## src/rtl/core/rdbf_pkg.sv

```systemverilog
// ----------------------------------------------------------------------------
// rdbf_pkg
// Types and constants shared by the ramp deblocking edge filter core.
// ----------------------------------------------------------------------------
package rdbf_pkg;

  localparam int FIELD_W    = 48;  // width of one packed pixel field
  localparam int STRENGTH_W = 10;
  localparam int COUNT_W    = 3;
  localparam int DEPTH_W    = 3;
  localparam int BASE_BITS  = 8;   // bit depth at extra_bit_depth zero

  localparam logic [DEPTH_W-1:0] DEPTH_RESET = 3'd2;

  typedef enum logic {
    CMD_LUMA   = 1'b0,
    CMD_CHROMA = 1'b1
  } rdbf_cmd_e;

  typedef struct packed {
    rdbf_cmd_e             cmd;
    logic [STRENGTH_W-1:0] strength;
    logic [DEPTH_W-1:0]    depth;  // extra bit depth, already saturated
  } rdbf_ctrl_t;

endpackage

```

## src/rtl/core/rdbf_lane.sv

```systemverilog
// ----------------------------------------------------------------------------
// rdbf_lane
// Two-stage filter for one line across the edge: edge metric, then ramp,
// outer-pixel correction and clipping.
// ----------------------------------------------------------------------------
module rdbf_lane
  import rdbf_pkg::*;
#(
  parameter int PIXEL_BITS = 12
) (
  input  logic                  clk_i,
  input  logic                  en_i,
  input  rdbf_ctrl_t            ctrl_i,
  input  logic [PIXEL_BITS-1:0] pix_a_i,
  input  logic [PIXEL_BITS-1:0] pix_b_i,
  input  logic [PIXEL_BITS-1:0] pix_c_i,
  input  logic [PIXEL_BITS-1:0] pix_d_i,
  output logic [PIXEL_BITS-1:0] pix_a_o,
  output logic [PIXEL_BITS-1:0] pix_b_o,
  output logic [PIXEL_BITS-1:0] pix_c_o,
  output logic [PIXEL_BITS-1:0] pix_d_o
);

  localparam int P  = PIXEL_BITS;
  localparam int SW = P + 4;                                  // edge sum
  localparam int RW = ((P > STRENGTH_W) ? P : STRENGTH_W) + 3; // ramp math
  localparam int VW = P + 2;                                  // pre-clip

  function automatic logic [P-1:0] clip_pix(input logic signed [VW-1:0] v,
                                            input logic [P-1:0] hi);
    logic signed [VW-1:0] hi_s;
    hi_s = $signed({2'b00, hi});
    if (v < 0) begin
      clip_pix = '0;
    end else if (v > hi_s) begin
      clip_pix = hi;
    end else begin
      clip_pix = v[P-1:0];
    end
  endfunction

  // stage 1: edge metric
  logic signed [SW-1:0] sum;
  logic        [SW-1:0] abs_sum;
  logic signed [P:0]    diff;
  logic        [P:0]    abs_diff;

  always_comb begin
    sum = $signed({4'b0000, pix_a_i}) + ($signed({4'b0000, pix_c_i}) <<< 2)
        - ($signed({4'b0000, pix_b_i}) <<< 2) - $signed({4'b0000, pix_d_i});
    abs_sum  = sum[SW-1] ? SW'(-sum) : SW'(sum);
    diff     = $signed({1'b0, pix_a_i}) - $signed({1'b0, pix_d_i});
    abs_diff = diff[P] ? (P+1)'(-diff) : (P+1)'(diff);
  end

  logic [P-1:0] a1_q, b1_q, c1_q, d1_q;
  logic [P-1:0] mag1_q;
  logic [P-2:0] adiff1_q;
  logic         neg1_q, dneg1_q, en1_q;
  rdbf_ctrl_t   ctrl1_q;

  always_ff @(posedge clk_i) begin
    a1_q     <= pix_a_i;
    b1_q     <= pix_b_i;
    c1_q     <= pix_c_i;
    d1_q     <= pix_d_i;
    mag1_q   <= abs_sum[P+2:3];  // |sum| / 8 toward zero
    adiff1_q <= abs_diff[P:2];
    neg1_q   <= sum[SW-1];
    dneg1_q  <= diff[P];
    en1_q    <= en_i;
    ctrl1_q  <= ctrl_i;
  end

  // stage 2: ramp, correction, clip
  logic signed [RW-1:0] over;
  logic signed [RW-1:0] excess;
  logic signed [RW-1:0] ramp_s;
  logic        [P-1:0]  ramp;
  logic        [P-2:0]  m2;
  logic        [P:0]    one_sh;
  logic        [P-1:0]  hi;
  logic signed [VW-1:0] ramp_v, m2_v, nb, nc, na, nd;
  logic        [P-1:0]  a_d, b_d, c_d, d_d;

  always_comb begin
    over   = $signed(RW'(mag1_q)) - $signed(RW'(ctrl1_q.strength));
    excess = (over > 0) ? (over <<< 1) : '0;
    ramp_s = $signed(RW'(mag1_q)) - excess;
    ramp   = (ramp_s < 0) ? '0 : ramp_s[P-1:0];
    m2     = (adiff1_q < ramp[P-1:1]) ? adiff1_q : ramp[P-1:1];

    one_sh = (P+1)'(1) << ({1'b0, ctrl1_q.depth} + 4'(BASE_BITS));
    hi     = P'(one_sh - (P+1)'(1));

    ramp_v = $signed(VW'(ramp));
    m2_v   = $signed(VW'(m2));
    nb = neg1_q  ? $signed(VW'(b1_q)) - ramp_v : $signed(VW'(b1_q)) + ramp_v;
    nc = neg1_q  ? $signed(VW'(c1_q)) + ramp_v : $signed(VW'(c1_q)) - ramp_v;
    na = dneg1_q ? $signed(VW'(a1_q)) + m2_v   : $signed(VW'(a1_q)) - m2_v;
    nd = dneg1_q ? $signed(VW'(d1_q)) - m2_v   : $signed(VW'(d1_q)) + m2_v;

    a_d = a1_q;
    b_d = b1_q;
    c_d = c1_q;
    d_d = d1_q;
    if (en1_q) begin
      b_d = clip_pix(nb, hi);
      c_d = clip_pix(nc, hi);
      if (ctrl1_q.cmd == CMD_LUMA) begin
        a_d = clip_pix(na, hi);
        d_d = clip_pix(nd, hi);
      end
    end
  end

  always_ff @(posedge clk_i) begin
    pix_a_o <= a_d;
    pix_b_o <= b_d;
    pix_c_o <= c_d;
    pix_d_o <= d_d;
  end

endmodule

```

## src/rtl/core/rdbf_merge.sv

```systemverilog
// ----------------------------------------------------------------------------
// rdbf_merge
// Gathers the lane pixels back into packed fields and drives the result
// register and its strobe.
// ----------------------------------------------------------------------------
module rdbf_merge
  import rdbf_pkg::*;
#(
  parameter int LINES      = 4,
  parameter int PIXEL_BITS = 12
) (
  input  logic                                 clk_i,
  input  logic                                 rst_ni,
  input  logic                                 valid_i,
  input  logic [LINES-1:0][PIXEL_BITS-1:0]     lane_a_i,
  input  logic [LINES-1:0][PIXEL_BITS-1:0]     lane_b_i,
  input  logic [LINES-1:0][PIXEL_BITS-1:0]     lane_c_i,
  input  logic [LINES-1:0][PIXEL_BITS-1:0]     lane_d_i,
  output logic                                 result_valid_o,
  output logic [FIELD_W-1:0]                   far_before_result_o,
  output logic [FIELD_W-1:0]                   near_before_result_o,
  output logic [FIELD_W-1:0]                   near_after_result_o,
  output logic [FIELD_W-1:0]                   far_after_result_o
);

  localparam int PW = LINES * PIXEL_BITS;

  logic [PW-1:0] word_a, word_b, word_c, word_d;

  // line 0 lands in the low bits, anything past the field width is dropped
  assign word_a = lane_a_i;
  assign word_b = lane_b_i;
  assign word_c = lane_c_i;
  assign word_d = lane_d_i;

  always_ff @(posedge clk_i or negedge rst_ni) begin
    if (!rst_ni) begin
      result_valid_o <= 1'b0;
    end else begin
      result_valid_o <= valid_i;
    end
  end

  always_ff @(posedge clk_i) begin
    far_before_result_o  <= FIELD_W'(word_a);
    near_before_result_o <= FIELD_W'(word_b);
    near_after_result_o  <= FIELD_W'(word_c);
    far_after_result_o   <= FIELD_W'(word_d);
  end

endmodule

```

## src/rtl/core/ramp_deblocking_edge_filter_core.sv

```systemverilog
// ----------------------------------------------------------------------------
// ramp_deblocking_edge_filter_core
// Ramp deblocking filter for one edge segment of up to LINES lines.
// ----------------------------------------------------------------------------
// Takes one edge segment per clock: busy_o stays low, so an item is taken at
// every edge where start_i is high. Each line runs in its own lane, a
// two-stage pipeline (edge metric, then ramp and clipping), and a merge
// register packs the lanes; each result passes the lane registers and the
// merge register and is strobed by result_valid_o for one cycle.
// The receiver cannot hold results off and must take each one as it comes.
// cfg_we_i writes the extra bit depth; write it only while no item is in
// flight.
module ramp_deblocking_edge_filter_core
  import rdbf_pkg::*;
#(
  parameter int LINES      = 4,
  parameter int PIXEL_BITS = 12
) (
  input  logic                  clk_i,
  input  logic                  rst_ni,
  input  logic                  cfg_we_i,
  input  logic [DEPTH_W-1:0]    cfg_wdata_i,
  input  logic                  start_i,
  output logic                  busy_o,
  input  logic                  cmd_i,
  input  logic [STRENGTH_W-1:0] strength_i,
  input  logic [COUNT_W-1:0]    line_count_i,
  input  logic [FIELD_W-1:0]    far_before_pixels_i,
  input  logic [FIELD_W-1:0]    near_before_pixels_i,
  input  logic [FIELD_W-1:0]    near_after_pixels_i,
  input  logic [FIELD_W-1:0]    far_after_pixels_i,
  output logic                  result_valid_o,
  output logic [FIELD_W-1:0]    far_before_result_o,
  output logic [FIELD_W-1:0]    near_before_result_o,
  output logic [FIELD_W-1:0]    near_after_result_o,
  output logic [FIELD_W-1:0]    far_after_result_o
);

  localparam int PW = LINES * PIXEL_BITS;
  localparam logic [DEPTH_W-1:0] MAX_DEPTH = DEPTH_W'(PIXEL_BITS - BASE_BITS);

  logic [DEPTH_W-1:0] depth_q;
  logic               accept;
  logic               v1_q, v2_q;
  rdbf_ctrl_t         ctrl;

  assign busy_o = 1'b0;
  assign accept = start_i && !busy_o;

  always_ff @(posedge clk_i or negedge rst_ni) begin
    if (!rst_ni) begin
      depth_q <= DEPTH_RESET;
    end else if (cfg_we_i) begin
      depth_q <= cfg_wdata_i;
    end
  end

  always_ff @(posedge clk_i or negedge rst_ni) begin
    if (!rst_ni) begin
      v1_q <= 1'b0;
      v2_q <= 1'b0;
    end else begin
      v1_q <= accept;
      v2_q <= v1_q;
    end
  end

  always_comb begin
    ctrl.cmd      = rdbf_cmd_e'(cmd_i);
    ctrl.strength = strength_i;
    ctrl.depth    = (depth_q > MAX_DEPTH) ? MAX_DEPTH : depth_q;
  end

  // fields resized to the lane span, upper bits read as zero
  logic [LINES-1:0][PIXEL_BITS-1:0] in_a, in_b, in_c, in_d;
  logic [LINES-1:0][PIXEL_BITS-1:0] out_a, out_b, out_c, out_d;

  assign in_a = PW'(far_before_pixels_i);
  assign in_b = PW'(near_before_pixels_i);
  assign in_c = PW'(near_after_pixels_i);
  assign in_d = PW'(far_after_pixels_i);

  for (genvar i = 0; i < LINES; i++) begin : g_lane
    logic lane_en;
    assign lane_en = (strength_i != '0) && (COUNT_W'(i) < line_count_i);

    rdbf_lane #(
      .PIXEL_BITS(PIXEL_BITS)
    ) u_lane (
      .clk_i  (clk_i),
      .en_i   (lane_en),
      .ctrl_i (ctrl),
      .pix_a_i(in_a[i]),
      .pix_b_i(in_b[i]),
      .pix_c_i(in_c[i]),
      .pix_d_i(in_d[i]),
      .pix_a_o(out_a[i]),
      .pix_b_o(out_b[i]),
      .pix_c_o(out_c[i]),
      .pix_d_o(out_d[i])
    );
  end

  rdbf_merge #(
    .LINES     (LINES),
    .PIXEL_BITS(PIXEL_BITS)
  ) u_merge (
    .clk_i               (clk_i),
    .rst_ni              (rst_ni),
    .valid_i             (v2_q),
    .lane_a_i            (out_a),
    .lane_b_i            (out_b),
    .lane_c_i            (out_c),
    .lane_d_i            (out_d),
    .result_valid_o      (result_valid_o),
    .far_before_result_o (far_before_result_o),
    .near_before_result_o(near_before_result_o),
    .near_after_result_o (near_after_result_o),
    .far_after_result_o  (far_after_result_o)
  );

  // every item comes out as a result strobe, and nothing else does
  assert property (@(posedge clk_i) disable iff (!rst_ni)
    accept |-> ##3 result_valid_o)
    else $error("item accepted but no result three cycles later");

  assert property (@(posedge clk_i) disable iff (!rst_ni)
    result_valid_o |-> $past(accept, 3))
    else $error("result strobe without an item");

  // zero strength passes all fields through (checked on near before and far after)
  assert property (@(posedge clk_i) disable iff (!rst_ni)
    (accept && strength_i == '0) |-> ##3
      (near_before_result_o == $past(FIELD_W'(PW'(near_before_pixels_i)), 3)) &&
      (far_after_result_o == $past(FIELD_W'(PW'(far_after_pixels_i)), 3)))
    else $error("zero strength item was changed");

  // chroma leaves the outer pixels alone
  assert property (@(posedge clk_i) disable iff (!rst_ni)
    (accept && cmd_i == CMD_CHROMA) |-> ##3
      (far_before_result_o == $past(FIELD_W'(PW'(far_before_pixels_i)), 3)))
    else $error("chroma item changed an outer pixel");

endmodule
```

## config.mk

```make
export PLATFORM = sky130hd
export DESIGN_NAME = ramp_deblocking_edge_filter_core
export DESIGN_NICKNAME = d
export VERILOG_FILES = /design/src/rtl/core/rdbf_pkg.sv /design/src/rtl/core/rdbf_lane.sv /design/src/rtl/core/rdbf_merge.sv /design/src/rtl/core/ramp_deblocking_edge_filter_core.sv
export SDC_FILE = /design/constraint.sdc
export NUM_CORES = 2
export LEC_CHECK = 0
export ABC_AREA = 1
export ABC_CLOCK_PERIOD_IN_PS = 23300
export BUFFER_PORTS_ARGS = -buffer_cell sky130_fd_sc_hd__buf_2
export CAP_MARGIN = 20
export CELL_PAD_IN_SITES_DETAIL_PLACEMENT = 0
export CELL_PAD_IN_SITES_GLOBAL_PLACEMENT = 1
export CORE_MARGIN = 2
export CORE_UTILIZATION = 30
export CTS_CLUSTER_SIZE = 8
export DETAILED_ROUTE_END_ITERATION = 6
export GPL_ROUTABILITY_DRIVEN = 1
export GPL_TIMING_DRIVEN = 0
export PLACE_DENSITY = 0.64
export SLEW_MARGIN = 30
export SYNTH_ARGS = -nofsm -noshare
export SYNTH_HDL_FRONTEND = slang
export SYNTH_SLANG_ARGS = --single-unit
```

## constraint.sdc

```tcl
create_clock -name clk_i -period 23.3 [get_ports clk_i]
set_clock_uncertainty 0.1 [all_clocks]
set_input_delay 1.165 -clock clk_i [delete_from_list [all_inputs] [get_ports clk_i]]
set_output_delay 1.165 -clock clk_i [all_outputs]
set_load 0.005 [all_outputs]
```

==> results.py <==
metrics = {
    "layout": {
        "syn_to_final_growth_pct": 15.3,
        "multi_input_comb_area_mm2": 0.0349,
        "nNetsFinal": 9117,
        "register_area_mm2": 0.0140,
        "nFillCells": 19200,
        "layout-drive-gt1-share_pct": 9.17,
    },
    "yosys": {
        "yosysMostFrequentCell": "nand2_1",
        "synth.area.top_cells": "dfxtp_1, ha_1, nand2_1",
        "synthSimpleGateAreaFrac_pct": 26.6,
        "synth_top_cell_by_area": "dfxtp_1",
        "yosys-top-cells-count": "nand2_1, inv_1, ha_1",
        "yosys.area_share.adder_pct": 20.3,
        "syn_nets": 8598,
        "synthArstFlopShare_pct": 0.857,
        "synth-compound-area-share_pct": 11.9,
        "synth_top_family_by_area": "simple AND/OR/NAND/NOR gates",
        "ys_ff_latch": 700,
        "synth_mux_area_share_pct": 0.281,
        "synth_top_area_share_pct": 26.0,
        "syn_area_mm2": 0.0535,
        "syn_avg_cell_area_um2": 7.07,
        "synth-main-ff-cell": "dfxtp_1",
        "synth_edf_count": 0,
        "synthCells": 7569,
        "synth-xor-area-share_pct": 6.02,
        "synth_seq_area_share_pct": 26.2,
        "yosysUniqueCellTypes": 70,
        "yosysWarnings": 0,
    },
    "timing": {
        "report.final.slew_viol_count": 0,
        "slew_headroom_pct": 40.5,
        "min_period_ps": 10940,
        "grt_setup_unrepaired": "false",
        "setup_viol_count_final": 0,
        "worst_slew_pin_slew_ps": 870,
        "setup_tns_ps": 0,
        "fmax_mhz": 91.4,
        "fin_crit_sh_pct": 47.0,
        "hold_viol_final": 0,
    },
    "grt": {
        "gr-usage-met2_pct": 37.1,
        "grt_pass1_wl_um": 302000,
        "antenna_found_initial": 8,
        "grt_pass1_vias": 49000,
        "grt_overflow": 0,
        "grt-busiest-layer": "met2",
        "use_met1_pct": 28.5,
        "grt_max_degree": 19,
        "met3_usage_pct": 2.61,
        "grt_usage_pct": 22.0,
    },
    "run_status": {
        "violations": "design-rule violations",
        "status": "finished, violations left",
    },
    "die": {
        "die_w_um": 426,
        "initial_core_util_pct": 30.1,
        "die-area_mm2": 0.182,
        "pin_count": 407,
        "rows": 155,
        "die_h_um": 426,
        "core-area_mm2": 0.178,
    },
    "setup_path": {
        "end_kind": "flip-flop",
        "crit_buf_inv": 8,
        "max_stage_delay_ps": 680,
        "slowest_stage": "dfxtp_1",
        "cp.required_ps": 23770,
        "cp_num_cells": 56,
        "cp_data_arrival_time_ps": 11410,
        "crit_top_cell": "nand3_1",
        "crit_type": "reg -> reg",
        "start_kind": "flip-flop",
        "r2r_cells": 56,
        "critPathTopFamily": "simple AND/OR/NAND/NOR gates",
        "path_max_fanout": 10,
    },
    "route": {
        "drt-vias-per-instance": 4.80,
        "drc": 4,
        "drt_iter0_drc": 3323,
        "wl_per_cell_um": 19.5,
        "drt_wl_total_um": 204000,
        "route.vias.total": 50300,
        "firstDrtPassIters": 7,
        "antenna_left": 0,
    },
    "placed_design": {
        "dp_hpwl_um": 172000,
        "port_buffers": 405,
        "gp_congestion": 0.922,
    },
    "min_path": {
        "min_path_type": "in -> async",
    },
    "cts": {
        "post_cts_buffers": 0,
        "clockBufferDepth": 3,
        "clkTransAtPathRegs_ps": 60,
        "ctsHtreeMaxLevel": 3,
        "worstSkewPairLatency_ps": 800,
        "cts_sinks": 700,
        "cts_hold_buf": 0,
        "cts_buffers": 103,
        "cts-root-buf": "clkbuf_16",
        "cts_resized": 0,
        "cts_tree": "built",
    },
    "run": {
        "maxCapViolCount": 0,
    },
}
-- kinds of logic after synthesis --
| logic type | count (synthesis) |
|---|---|
| XOR/XNOR | 368 |
| flip-flops | 700 |
| AND/OR/NAND/NOR | 3358 |
| adder cells (fa/ha/maj) | 816 |
| multiplexers | 15 |
| other | 1 |
| AO/OA/AOI/OAI | 1125 |
| buffers and inverters | 1186 |
-- path summary, 6_finish.rpt --
path,to,slack (ps),from
worst max-delay path,g_lane[0].u_lane.pix_a_o[6],12360,g_lane[2].u_lane.ctrl1_q[3]
worst min-delay path,u_merge.result_valid_o,120,rst_ni
worst min register to register,u_merge.far_before_result_o[35],190,g_lane[2].u_lane.pix_a_o[11]
min in group clk_i,u_merge.far_before_result_o[35],190,g_lane[2].u_lane.pix_a_o[11]
max in group asynchronous,depth_q[1],22750,rst_ni
worst max register to register,g_lane[0].u_lane.pix_a_o[6],12360,g_lane[2].u_lane.ctrl1_q[3]
-- registers in the layout, indices dropped and copies added, names as in the netlist, 4 cells and up --
register                      count
g_lane.u_lane.a1_q               48
g_lane.u_lane.b1_q               48
g_lane.u_lane.c1_q               48
g_lane.u_lane.d1_q               48
g_lane.u_lane.mag1_q             48
g_lane.u_lane.pix_a_o            48
g_lane.u_lane.pix_b_o            48
g_lane.u_lane.pix_c_o            48
g_lane.u_lane.pix_d_o            48
u_merge.far_after_result_o       48
u_merge.far_before_result_o      48
u_merge.near_after_result_o      48
u_merge.near_before_result_o     48
g_lane.u_lane.adiff1_q           44
g_lane.u_lane.ctrl1_q            14
g_lane.u_lane.dneg1_q             4
g_lane.u_lane.en1_q               4
g_lane.u_lane.neg1_q              4
-- worst register-to-register path, delay by kind of cell, from the launching register on --
kind / cells / cell delay (ps)
buffers and inverters: 8 / 1400
AO/OA/AOI/OAI: 8 / 1820
flip-flops: 1 / 680
adder cells (fa/ha/maj): 7 / 2320
AND/OR/NAND/NOR: 33 / 4460
-- layout make-up --
cell class	instances	area share [%]
Tap cell	2355	4.78
Sequential cell	700	22.8
Timing Repair Buffer	414	3.55
Buffer	149	1.19
Inverter	1037	6.31
Multi-Input combinational cell	5683	56.6
Clock inverter	16	0.452
Antenna cell	4	0.0162
Clock buffer	123	4.36
-- layout by cell type, fill, tap and decap left out, types with 27 or more instances in the layout --
master	n
a21o_1	33
a21oi_1	516
a31oi_1	27
buf_2	455
clkbuf_1	84
clkbuf_16	103
dfxtp_1	693
fa_1	90
ha_1	726
inv_1	1003
nand2_1	2049
nand2_2	35
nand3_1	540
nand3b_1	49
nand4_1	109
nor2_1	394
nor3_1	89
o211ai_1	31
o21ai_0	320
o21ai_1	39
o21bai_1	44
xnor2_1	67
xor2_1	301
-- per-layer routing --
layer,vias up,share of wire [%],wire [µm]
met1,23100,45,92400
met3,281,4.3,8800
met5,-,0,0
met4,0,3.7,7550
li1,25600,-,-
met2,1202,47,95300
-- through the flow --
| step | util (%) | area (µm²) | setup WS [ps] | hold slack [ps] | cells |
|---|---|---|---|---|---|
| 2_1_floorplan | - | 53500 | 15040 | 210 | 7569 |
| 3_3_place_gp | 32.9 | 58500 | 11870 | 210 | 10300 |
| 3_5_place_dp | 33.0 | 58700 | 12410 | 212 | 10300 |
| 4_1_cts | 34.7 | 61700 | 12360 | 59.4 | 10500 |
| 5_1_grt | 34.7 | 61700 | 11360 | 114 | 10500 |
| 6_report | 34.7 | 61700 | 12360 | 119 | 10500 |
Power is not shown: default switching activity piles up to over one toggle a cycle in this logic, so the estimate is an artifact.
